## src/sv/barc_pkg.sv

```systemverilog
// Shared types and constants for the adaptive ray count controller.
// Holds the controller states, command and status structs and register indexes.
// No dependencies.
package barc_pkg;

    localparam int CFG_ADDR_W = 3;
    localparam int FRAC_W     = 17;

    localparam logic [CFG_ADDR_W-1:0] CFG_RAY_LIMIT    = 3'd0;
    localparam logic [CFG_ADDR_W-1:0] CFG_TIME_BUDGET  = 3'd1;
    localparam logic [CFG_ADDR_W-1:0] CFG_RAY_FLOOR    = 3'd2;
    localparam logic [CFG_ADDR_W-1:0] CFG_RECOVER_FRAC = 3'd3;
    localparam logic [CFG_ADDR_W-1:0] CFG_RECOVER_CAP  = 3'd4;

    localparam logic [FRAC_W-1:0] FRAC_ONE      = 17'h10000;
    localparam logic [FRAC_W-1:0] FRAC_RST      = 17'd6554;
    localparam int                RAY_LIMIT_RST = 1024;

    typedef enum logic [3:0] {
        ST_IDLE,
        ST_EVAL,
        ST_DIV_DBL,
        ST_DIV_ADD,
        ST_DIV_DONE,
        ST_STEP,
        ST_RECOVER,
        ST_FINISH
    } state_t;

    typedef struct packed {
        logic capture;
        logic init;
        logic div_start;
        logic div_dbl;
        logic div_add;
        logic div_commit;
        logic mul;
        logic step;
        logic recover_commit;
        logic load_out;
    } cmd_t;

    typedef struct packed {
        logic disabled;
        logic zero_budget;
        logic started;
        logic over;
        logic cnt_zero;
        logic out_free;
    } status_t;

endpackage

```

## src/sv/barc_ctrl.sv

```systemverilog
// Controller state machine of the adaptive ray count controller.
// Sequences capture, the bit-serial scaling division, recovery and output load.
// Depends on barc_pkg.
module barc_ctrl
(
    input  logic              clk,
    input  logic              rst_n,
    input  logic              in_valid,
    output logic              in_ready,
    input  barc_pkg::status_t status,
    output barc_pkg::cmd_t    cmd
);

    barc_pkg::state_t state_reg;
    barc_pkg::state_t state_next;

    always_ff @(posedge clk or negedge rst_n)
    begin
        if (!rst_n)
        begin
            state_reg <= barc_pkg::ST_IDLE;
        end
        else
        begin
            state_reg <= state_next;
        end
    end

    always_comb
    begin
        state_next = state_reg;
        cmd        = '0;
        in_ready   = 1'b0;
        unique case (state_reg)
            barc_pkg::ST_IDLE:
            begin
                in_ready = 1'b1;
                if (in_valid)
                begin
                    cmd.capture = 1'b1;
                    state_next  = barc_pkg::ST_EVAL;
                end
            end
            barc_pkg::ST_EVAL:
            begin
                priority if (status.disabled || status.zero_budget)
                begin
                    state_next = barc_pkg::ST_FINISH;
                end
                else if (!status.started)
                begin
                    cmd.init   = 1'b1;
                    state_next = barc_pkg::ST_FINISH;
                end
                else if (status.over)
                begin
                    cmd.div_start = 1'b1;
                    state_next    = barc_pkg::ST_DIV_DBL;
                end
                else
                begin
                    cmd.mul    = 1'b1;
                    state_next = barc_pkg::ST_STEP;
                end
            end
            barc_pkg::ST_DIV_DBL:
            begin
                cmd.div_dbl = 1'b1;
                state_next  = barc_pkg::ST_DIV_ADD;
            end
            barc_pkg::ST_DIV_ADD:
            begin
                cmd.div_add = 1'b1;
                if (status.cnt_zero)
                begin
                    state_next = barc_pkg::ST_DIV_DONE;
                end
                else
                begin
                    state_next = barc_pkg::ST_DIV_DBL;
                end
            end
            barc_pkg::ST_DIV_DONE:
            begin
                cmd.div_commit = 1'b1;
                state_next     = barc_pkg::ST_FINISH;
            end
            barc_pkg::ST_STEP:
            begin
                cmd.step   = 1'b1;
                state_next = barc_pkg::ST_RECOVER;
            end
            barc_pkg::ST_RECOVER:
            begin
                cmd.recover_commit = 1'b1;
                state_next         = barc_pkg::ST_FINISH;
            end
            barc_pkg::ST_FINISH:
            begin
                if (status.out_free)
                begin
                    cmd.load_out = 1'b1;
                    state_next   = barc_pkg::ST_IDLE;
                end
            end
            default:
            begin
                state_next = barc_pkg::ST_IDLE;
            end
        endcase
    end

endmodule

```

## src/sv/barc_datapath.sv

```systemverilog
// Datapath of the adaptive ray count controller: configuration registers,
// adaptive target, bit-serial scaling divider, recovery step and output register.
// Depends on barc_pkg.
module barc_datapath
#(
    parameter int RAY_BITS  = 16,
    parameter int TIME_BITS = 32
)
(
    input  logic                                 clk,
    input  logic                                 rst_n,
    input  logic                                 cfg_we,
    input  logic [barc_pkg::CFG_ADDR_W-1:0]      cfg_addr,
    input  logic [((RAY_BITS > TIME_BITS) ? RAY_BITS :
                   ((TIME_BITS > barc_pkg::FRAC_W) ? TIME_BITS :
                    barc_pkg::FRAC_W))-1:0]      cfg_data,
    input  logic                                 in_active,
    input  logic                                 in_run,
    input  logic [TIME_BITS-1:0]                 in_last,
    input  barc_pkg::cmd_t                       cmd,
    output barc_pkg::status_t                    status,
    output logic                                 out_valid,
    input  logic                                 out_ready,
    output logic [RAY_BITS-1:0]                  out_eff,
    output logic [RAY_BITS-1:0]                  out_tgt
);

    localparam int CNT_W  = $clog2(RAY_BITS);
    localparam int PROD_W = RAY_BITS + barc_pkg::FRAC_W;
    localparam int RND_W  = PROD_W + 1;
    localparam logic [CNT_W-1:0] CNT_TOP = CNT_W'(RAY_BITS - 1);
    localparam logic [RND_W-1:0] RND_ADD = RND_W'(65535);

    logic [RAY_BITS-1:0]           ray_limit_reg;
    logic [TIME_BITS-1:0]          budget_reg;
    logic [RAY_BITS-1:0]           ray_floor_reg;
    logic [barc_pkg::FRAC_W-1:0]   frac_reg;
    logic [RAY_BITS-1:0]           cap_reg;
    logic [RAY_BITS-1:0]           adapt_reg;
    logic [RAY_BITS-1:0]           adapt_next;
    logic                          started_reg;
    logic                          out_valid_reg;
    logic                          out_valid_next;

    logic                          act_reg;
    logic                          run_reg;
    logic [TIME_BITS-1:0]          last_reg;
    logic [TIME_BITS-1:0]          rem_reg;
    logic [TIME_BITS-1:0]          rem_next;
    logic [RAY_BITS-1:0]           quo_reg;
    logic [RAY_BITS-1:0]           quo_next;
    logic [CNT_W-1:0]              cnt_reg;
    logic [CNT_W-1:0]              cnt_next;
    logic [PROD_W-1:0]             prod_reg;
    logic [RAY_BITS-1:0]           step_reg;
    logic [RAY_BITS-1:0]           step_next;
    logic [RAY_BITS-1:0]           out_eff_reg;
    logic [RAY_BITS-1:0]           out_eff_next;
    logic [RAY_BITS-1:0]           out_tgt_reg;
    logic [RAY_BITS-1:0]           out_tgt_next;

    logic [RAY_BITS-1:0]           min_rays;
    logic [RAY_BITS-1:0]           eff_rays;
    logic [RAY_BITS-1:0]           clip_lo;
    logic [barc_pkg::FRAC_W-1:0]   frac_sat;
    logic [TIME_BITS:0]            dbl;
    logic [TIME_BITS:0]            add_sum;
    logic                          dbl_wrap;
    logic                          add_wrap;
    logic [RND_W-1:0]              rounded;
    logic [RAY_BITS-1:0]           step_raw;
    logic [RAY_BITS:0]             rec_sum;
    logic                          disabled;
    logic                          zero_budget;

    // derived floor and clamped output
    always_comb
    begin
        min_rays = (ray_floor_reg < ray_limit_reg) ? ray_floor_reg : ray_limit_reg;
        if (min_rays == '0)
        begin
            min_rays = RAY_BITS'(1);
        end
        eff_rays = (adapt_reg < ray_limit_reg) ? adapt_reg : ray_limit_reg;
        if (eff_rays < min_rays)
        begin
            eff_rays = min_rays;
        end
        clip_lo = (quo_reg < min_rays) ? min_rays : quo_reg;
    end

    assign disabled    = !(act_reg && run_reg);
    assign zero_budget = (budget_reg == '0);
    assign frac_sat    = (frac_reg > barc_pkg::FRAC_ONE) ? barc_pkg::FRAC_ONE : frac_reg;

    // one doubling of the remainder or one addition of the budget, modulo the last run time
    assign dbl      = {rem_reg, 1'b0};
    assign dbl_wrap = (dbl >= {1'b0, last_reg});
    assign add_sum  = {1'b0, rem_reg} + {1'b0, budget_reg};
    assign add_wrap = (add_sum >= {1'b0, last_reg});

    assign rounded  = RND_W'(prod_reg) + RND_ADD;
    assign step_raw = rounded[RAY_BITS+15:16];
    assign rec_sum  = {1'b0, adapt_reg} + {1'b0, step_reg};

    always_comb
    begin
        rem_next = rem_reg;
        quo_next = quo_reg;
        cnt_next = cnt_reg;
        if (cmd.div_start)
        begin
            rem_next = '0;
            quo_next = '0;
            cnt_next = CNT_TOP;
        end
        else if (cmd.div_dbl)
        begin
            quo_next = {quo_reg[RAY_BITS-2:0], dbl_wrap};
            rem_next = dbl_wrap ? TIME_BITS'(dbl - {1'b0, last_reg}) : dbl[TIME_BITS-1:0];
        end
        else if (cmd.div_add)
        begin
            if (adapt_reg[cnt_reg])
            begin
                quo_next = quo_reg + RAY_BITS'(add_wrap);
                rem_next = add_wrap ? TIME_BITS'(add_sum - {1'b0, last_reg})
                                    : add_sum[TIME_BITS-1:0];
            end
            cnt_next = cnt_reg - CNT_W'(1);
        end
    end

    always_comb
    begin
        step_next = step_raw;
        if (cap_reg != '0 && step_next > cap_reg)
        begin
            step_next = cap_reg;
        end
        if (step_next == '0)
        begin
            step_next = RAY_BITS'(1);
        end
    end

    always_comb
    begin
        adapt_next = adapt_reg;
        priority if (cmd.init)
        begin
            adapt_next = ray_limit_reg;
        end
        else if (cmd.div_commit)
        begin
            adapt_next = (clip_lo < ray_limit_reg) ? clip_lo : ray_limit_reg;
        end
        else if (cmd.recover_commit)
        begin
            adapt_next = (rec_sum < {1'b0, ray_limit_reg}) ? rec_sum[RAY_BITS-1:0]
                                                          : ray_limit_reg;
        end
    end

    always_comb
    begin
        priority if (disabled)
        begin
            out_eff_next = '0;
            out_tgt_next = '0;
        end
        else if (zero_budget)
        begin
            out_eff_next = ray_limit_reg;
            out_tgt_next = ray_limit_reg;
        end
        else
        begin
            out_eff_next = eff_rays;
            out_tgt_next = adapt_reg;
        end
    end

    always_comb
    begin
        out_valid_next = out_valid_reg;
        if (out_ready)
        begin
            out_valid_next = 1'b0;
        end
        if (cmd.load_out)
        begin
            out_valid_next = 1'b1;
        end
    end

    always_ff @(posedge clk or negedge rst_n)
    begin
        if (!rst_n)
        begin
            ray_limit_reg <= RAY_BITS'(barc_pkg::RAY_LIMIT_RST);
            budget_reg    <= '0;
            ray_floor_reg <= RAY_BITS'(1);
            frac_reg      <= barc_pkg::FRAC_RST;
            cap_reg       <= '0;
            adapt_reg     <= '0;
            started_reg   <= 1'b0;
            out_valid_reg <= 1'b0;
        end
        else
        begin
            if (cfg_we)
            begin
                unique case (cfg_addr)
                    barc_pkg::CFG_RAY_LIMIT:    ray_limit_reg <= cfg_data[RAY_BITS-1:0];
                    barc_pkg::CFG_TIME_BUDGET:  budget_reg    <= cfg_data[TIME_BITS-1:0];
                    barc_pkg::CFG_RAY_FLOOR:    ray_floor_reg <= cfg_data[RAY_BITS-1:0];
                    barc_pkg::CFG_RECOVER_FRAC: frac_reg      <= cfg_data[barc_pkg::FRAC_W-1:0];
                    barc_pkg::CFG_RECOVER_CAP:  cap_reg       <= cfg_data[RAY_BITS-1:0];
                    default:
                    begin
                    end
                endcase
            end
            adapt_reg     <= adapt_next;
            started_reg   <= started_reg || cmd.init;
            out_valid_reg <= out_valid_next;
        end
    end

    always_ff @(posedge clk)
    begin
        if (cmd.capture)
        begin
            act_reg  <= in_active;
            run_reg  <= in_run;
            last_reg <= in_last;
        end
        rem_reg <= rem_next;
        quo_reg <= quo_next;
        cnt_reg <= cnt_next;
        if (cmd.mul)
        begin
            prod_reg <= PROD_W'(ray_limit_reg) * PROD_W'(frac_sat);
        end
        if (cmd.step)
        begin
            step_reg <= step_next;
        end
        if (cmd.load_out)
        begin
            out_eff_reg <= out_eff_next;
            out_tgt_reg <= out_tgt_next;
        end
    end

    assign status.disabled    = disabled;
    assign status.zero_budget = zero_budget;
    assign status.started     = started_reg;
    assign status.over        = (last_reg > budget_reg);
    assign status.cnt_zero    = (cnt_reg == '0);
    assign status.out_free    = !out_valid_reg || out_ready;

    assign out_valid = out_valid_reg;
    assign out_eff   = out_eff_reg;
    assign out_tgt   = out_tgt_reg;

endmodule

```

## src/sv/budget_adaptive_ray_count_top.sv

```systemverilog
// Adaptive ray count controller: one request per simulation tick.
// Input stream: s_tuser carries the two enable flags, s_tdata the last run time.
// Output stream: m_tdata carries the effective ray count and the adaptive target.
// Configuration: cfg_we/cfg_addr/cfg_data write one register per clock,
// index 0 ray limit, 1 time budget, 2 ray floor, 3 recovery fraction (Q1.16),
// 4 recovery step cap. Write only while no request is in flight.
// After accept, a disabled, zero-budget or first enabled tick passes EVAL and goes
// to FINISH; a within-budget tick also passes STEP and RECOVER; an over-budget tick
// runs the bit-serial scaling divider, which handles one remainder doubling or one
// budget addition per cycle, through DIV_DONE. FINISH loads the result once the
// output register is free, and the next request is accepted in the cycle after
// the result loads.
// One request is in flight at a time; s_tready is high while the controller idles.
// A finished result sits in the output register; the next request is accepted
// meanwhile, and its result waits in the controller until m_tready frees the
// register. Stalls on m_tready never drop or repeat a result.
// Reset: configuration returns to its defaults, the adaptive target clears, the first
// enabled tick with a nonzero budget restarts it at the ray limit; no output is valid.
// Depends on barc_pkg, barc_ctrl, barc_datapath.
module budget_adaptive_ray_count_top
#(
    parameter int RAY_BITS  = 16,
    parameter int TIME_BITS = 32
)
(
    input  logic                                 clk,
    input  logic                                 rst_n,
    input  logic                                 cfg_we,
    input  logic [barc_pkg::CFG_ADDR_W-1:0]      cfg_addr,
    input  logic [((RAY_BITS > TIME_BITS) ? RAY_BITS :
                   ((TIME_BITS > barc_pkg::FRAC_W) ? TIME_BITS :
                    barc_pkg::FRAC_W))-1:0]      cfg_data,
    input  logic                                 s_tvalid,
    output logic                                 s_tready,
    // last_run_us
    input  logic [((TIME_BITS + 7) / 8) * 8-1:0] s_tdata,
    // realtime_active, reflection_run
    input  logic [1:0]                           s_tuser,
    output logic                                 m_tvalid,
    input  logic                                 m_tready,
    // effective_rays, target_rays
    output logic [((2 * RAY_BITS + 7) / 8) * 8-1:0] m_tdata
);

    localparam int OUT_W = ((2 * RAY_BITS + 7) / 8) * 8;

    barc_pkg::cmd_t    cmd;
    barc_pkg::status_t status;
    logic [RAY_BITS-1:0] eff_rays;
    logic [RAY_BITS-1:0] tgt_rays;

    barc_ctrl u_ctrl
    (
        .clk      (clk),
        .rst_n    (rst_n),
        .in_valid (s_tvalid),
        .in_ready (s_tready),
        .status   (status),
        .cmd      (cmd)
    );

    barc_datapath
    #(
        .RAY_BITS  (RAY_BITS),
        .TIME_BITS (TIME_BITS)
    )
    u_datapath
    (
        .clk       (clk),
        .rst_n     (rst_n),
        .cfg_we    (cfg_we),
        .cfg_addr  (cfg_addr),
        .cfg_data  (cfg_data),
        .in_active (s_tuser[0]),
        .in_run    (s_tuser[1]),
        .in_last   (s_tdata[TIME_BITS-1:0]),
        .cmd       (cmd),
        .status    (status),
        .out_valid (m_tvalid),
        .out_ready (m_tready),
        .out_eff   (eff_rays),
        .out_tgt   (tgt_rays)
    );

    assign m_tdata = OUT_W'({tgt_rays, eff_rays});

endmodule
```

## config.mk

```make
export PLATFORM = sky130hd
export DESIGN_NAME = budget_adaptive_ray_count_top
export DESIGN_NICKNAME = d
export VERILOG_FILES = /design/src/sv/barc_pkg.sv /design/src/sv/barc_ctrl.sv /design/src/sv/barc_datapath.sv /design/src/sv/budget_adaptive_ray_count_top.sv
export SDC_FILE = /design/constraint.sdc
export NUM_CORES = 2
export LEC_CHECK = 0
export BUFFER_PORTS_ARGS = -buffer_cell sky130_fd_sc_hd__buf_4
export CORE_AREA = 2 2 373 190
export CTS_CLUSTER_DIAMETER = 150
export DETAILED_ROUTE_END_ITERATION = 16
export DIE_AREA = 0 0 375 192
export GPL_ROUTABILITY_DRIVEN = 0
export PLACE_DENSITY = 0.57
export SYNTH_ARGS = -nofsm -noshare
export SYNTH_HDL_FRONTEND = slang
export SYNTH_HIERARCHICAL = 1
export SYNTH_SLANG_ARGS = --single-unit
```

## constraint.sdc

```tcl
create_clock -name clk -period 10.3 [get_ports clk]
set_clock_uncertainty 0.2 [all_clocks]
set_input_delay 2.06 -clock clk [delete_from_list [all_inputs] [get_ports clk]]
set_output_delay 2.06 -clock clk [all_outputs]
set_load 0.005 [all_outputs]
```

==> run summary <==
Status: complete, no violations
First-pass GRT wire length: 150000 um
Critical Path AT: 8.36 ns
Die height: 192 um
Minimum clock period: 8.21 ns
Initial Utilization: 44.7%
Maximum clock rate: 0.122 GHz
Total I/O pin count: 108
Detailed Route WL: 97600 um
Clock buffer depth: 3
HP Start: u_datapath/frac_reg[2]
Max-slew violations: 0
DRC: 0
CTS buffer count: 31
Number of fill cells: 6566
Worst-path maximum fanout: 14
Vias in the first global route: 25800
DPL Wire Length: 72700 um
Die X: 375 um
Reg2Reg Setup Slack: 2.09 ns
Clock Latency Late Sink: 0.61 ns
Reg-to-Reg Start: u_datapath/frac_reg[16]
Worst Setup End Kind: flop
Number of H-tree levels: 1
Multi-input gate area: 0.0212 mm^2
Vias per inst: 5.80
Post-synth ARST share: 41.5%
Top cells by count, synth: nand2_1 (408), inv_1 (395), ha_1 (354), a21oi_1 (218), fa_1 (211)
Most common flop cell mapped by yosys: edfxtp_1
Cells on worst reg2reg path: 23
Max_slew headroom: 19.7%
Seq cells post-synth: 284
CTS Sinks: 284
Vias: 25900
Post-CTS Resized: 0
Min-Delay Path Depth: 1
Number of max-cap violations: 0
Most instantiated library cell after synthesis: nand2_1
Worst Tran Pin Value: 1.20 ns
Avg Cell Area, Syn: 8.85 um^2
Share of layout cells above drive strength 1: 9.57%
Synth area leaders: ha_1 (14%), fa_1 (14%), edfxtp_1 (11%), dfrtp_1 (8.9%), nand2_1 (5.0%)
Gate Count Post-Synth: 3460
Netlist cell types: 99
Area taken by flip-flops and latches: 0.00743 mm^2
Fin nets: 4168
Drt pass-1 iters: 6
Mapped Area: 0.0306 mm^2
Syn nets: 4099
Wire length per cell: 21.9 um
Post-CTS Hold Buffers: 0
Area of the core: 0.0685 mm^2
Crit start category: flop
Warnings from Yosys: 6
Setup_tns: 0 ns
Setup violations, final: 0
Antenna-violating nets left: 0
Hold Violations, Final: 0
Initial DRC Count: 2070
RSZ-0062 raised after global routing: false
Die ar.: 0.0720 mm^2
Pin count of the biggest net entering global routing: 81
R2r endpoint: u_datapath/prod_reg[31]
Number of flops mapped to enable cells by yosys: 114
Final global-route overflow total: 0
Area Overhead vs Synth: 9.73%
CTS tree: done
IO buf count: 107
Diodes inserted: 0
Req. time, crit path: 10.45 ns
Num rows: 68
Register area share after synthesis: 24.2%
CTS root buf: clkbuf_16
Global Route Usage Sum: 27.1%
Share of the synthesized area in the top cell type: 14.5%
Setup Fix Bufs, Post-CTS: 0
Initial antenna violation count: 2
Worst Hold Class: flop to flop
Dominant cell type by area after synthesis: ha_1
Period utilization: 79.7%
Clock-pin slew of the registers on the worst-case setup and hold paths: 0.06 ns
Crit path kind: flop to flop
Hold Crit Endpoint: u_datapath/frac_reg[2]
==> worst max-delay path, cell delays in order (launching register included) <==
cell,delay [ns]
dfrtp_1,0.52
inv_1,0.40
a41oi_1,0.29
nor2b_1,1.03
nand2_1,0.19
fa_1,0.57
inv_1,0.05
fa_1,0.44
fa_1,0.51
inv_1,0.05
fa_1,0.52
inv_1,0.05
fa_1,0.54
inv_1,0.06
fa_1,0.54
inv_1,0.04
ha_1,0.32
o21a_1,0.14
nor2_1,0.05
nor2b_1,0.20
nand3_1,0.20
a2111oi_0,0.62
nor2_1,0.14
a211o_1,0.28
==> cell usage in the layout, fill, tap and decap left out, drive strengths merged, types with 10 or more instances in the layout <==
cell	Yosys	layout
fa	211	211
mux2i	52	52
a2111oi	13	13
or3	11	11
nand4	46	46
dfxtp	52	52
nor2b	47	47
xor2	42	42
a21oi	218	218
a21o	62	62
mux2	49	49
a211o	10	10
buf	27	169
and3	21	21
o21a	44	44
a211oi	23	23
nand2	408	408
and2	97	97
a221oi	18	18
xnor2	97	97
ha	354	354
edfxtp	114	114
o211ai	15	15
nor2	189	189
nor3	58	58
o21ai	195	195
a31oi	24	24
inv	397	405
nand3	71	71
o221ai	21	21
or4	17	17
clkbuf	106	36
o21bai	23	23
nand2b	38	38
dfrtp	109	109
nor4	33	33
==> metrics by stage <==
stage	hold WS (ns)	util, %	std cells	setup slack (ns)	cell area, um^2
floorplan	0.238	-	3460	3.22	30600
global placement	0.307	47.5	4406	2.30	32600
detailed placement	0.312	47.5	4406	2.12	32600
CTS	0.331	49.1	4464	2.11	33600
global route	0.350	49.1	4464	1.53	33600
finish	0.331	49.1	4464	2.09	33600
==> metal layers <==
metal  track usage, %  up-vias  wire length [um]
met5                0        -                 0
met4             10.0        0              3840
met3             3.76      206              6140
met2             45.3      856             45000
met1             35.9    12700             42600
li1                 -    12200                 -
==> kinds of logic after synthesis <==
logic type      after synthesis  share of synthesized area, %
compound gates              760                          16.0
xor+xnor                    139                          3.97
fa+ha+maj                   565                          28.2
buf+inv                     530                          6.71
flops                       284                          24.2
mux                         106                          3.87
simple gates               1076                          16.9
==> how the worst max path moves through the flow <==
| stage | from | end | slack, ns | depth (start not counted) |
|---|---|---|---|---|
| 6_report | u_datapath/frac_reg[16] | u_datapath/prod_reg[31] | 2.09 | 23 |
| 5_1_grt | u_datapath/ray_limit_reg[10] | u_datapath/adapt_reg[10] | 1.53 | 28 |
| 4_1_cts | u_datapath/frac_reg[16] | u_datapath/prod_reg[31] | 2.11 | 23 |
| 3_5_place_dp | u_datapath/frac_reg[15] | u_datapath/prod_reg[31] | 2.12 | 23 |
| 3_3_place_gp | u_datapath/frac_reg[15] | u_datapath/prod_reg[31] | 2.30 | 22 |
| 2_1_floorplan | u_datapath/frac_reg[9] | u_datapath/prod_reg[31] | 3.22 | 24 |
==> final cells by class <==
cell class / count / area share [%]
repair buffers: 169 / 3.77
inverters: 397 / 4.44
clock inverters: 22 / 0.640
flip-flops and latches: 284 / 22.1
multi-input cells: 2646 / 63.2
clock buffers: 36 / 2.49
well taps: 910 / 3.39
Power is not shown: default switching activity piles up to over one toggle a cycle in this logic, so the estimate is an artifact.
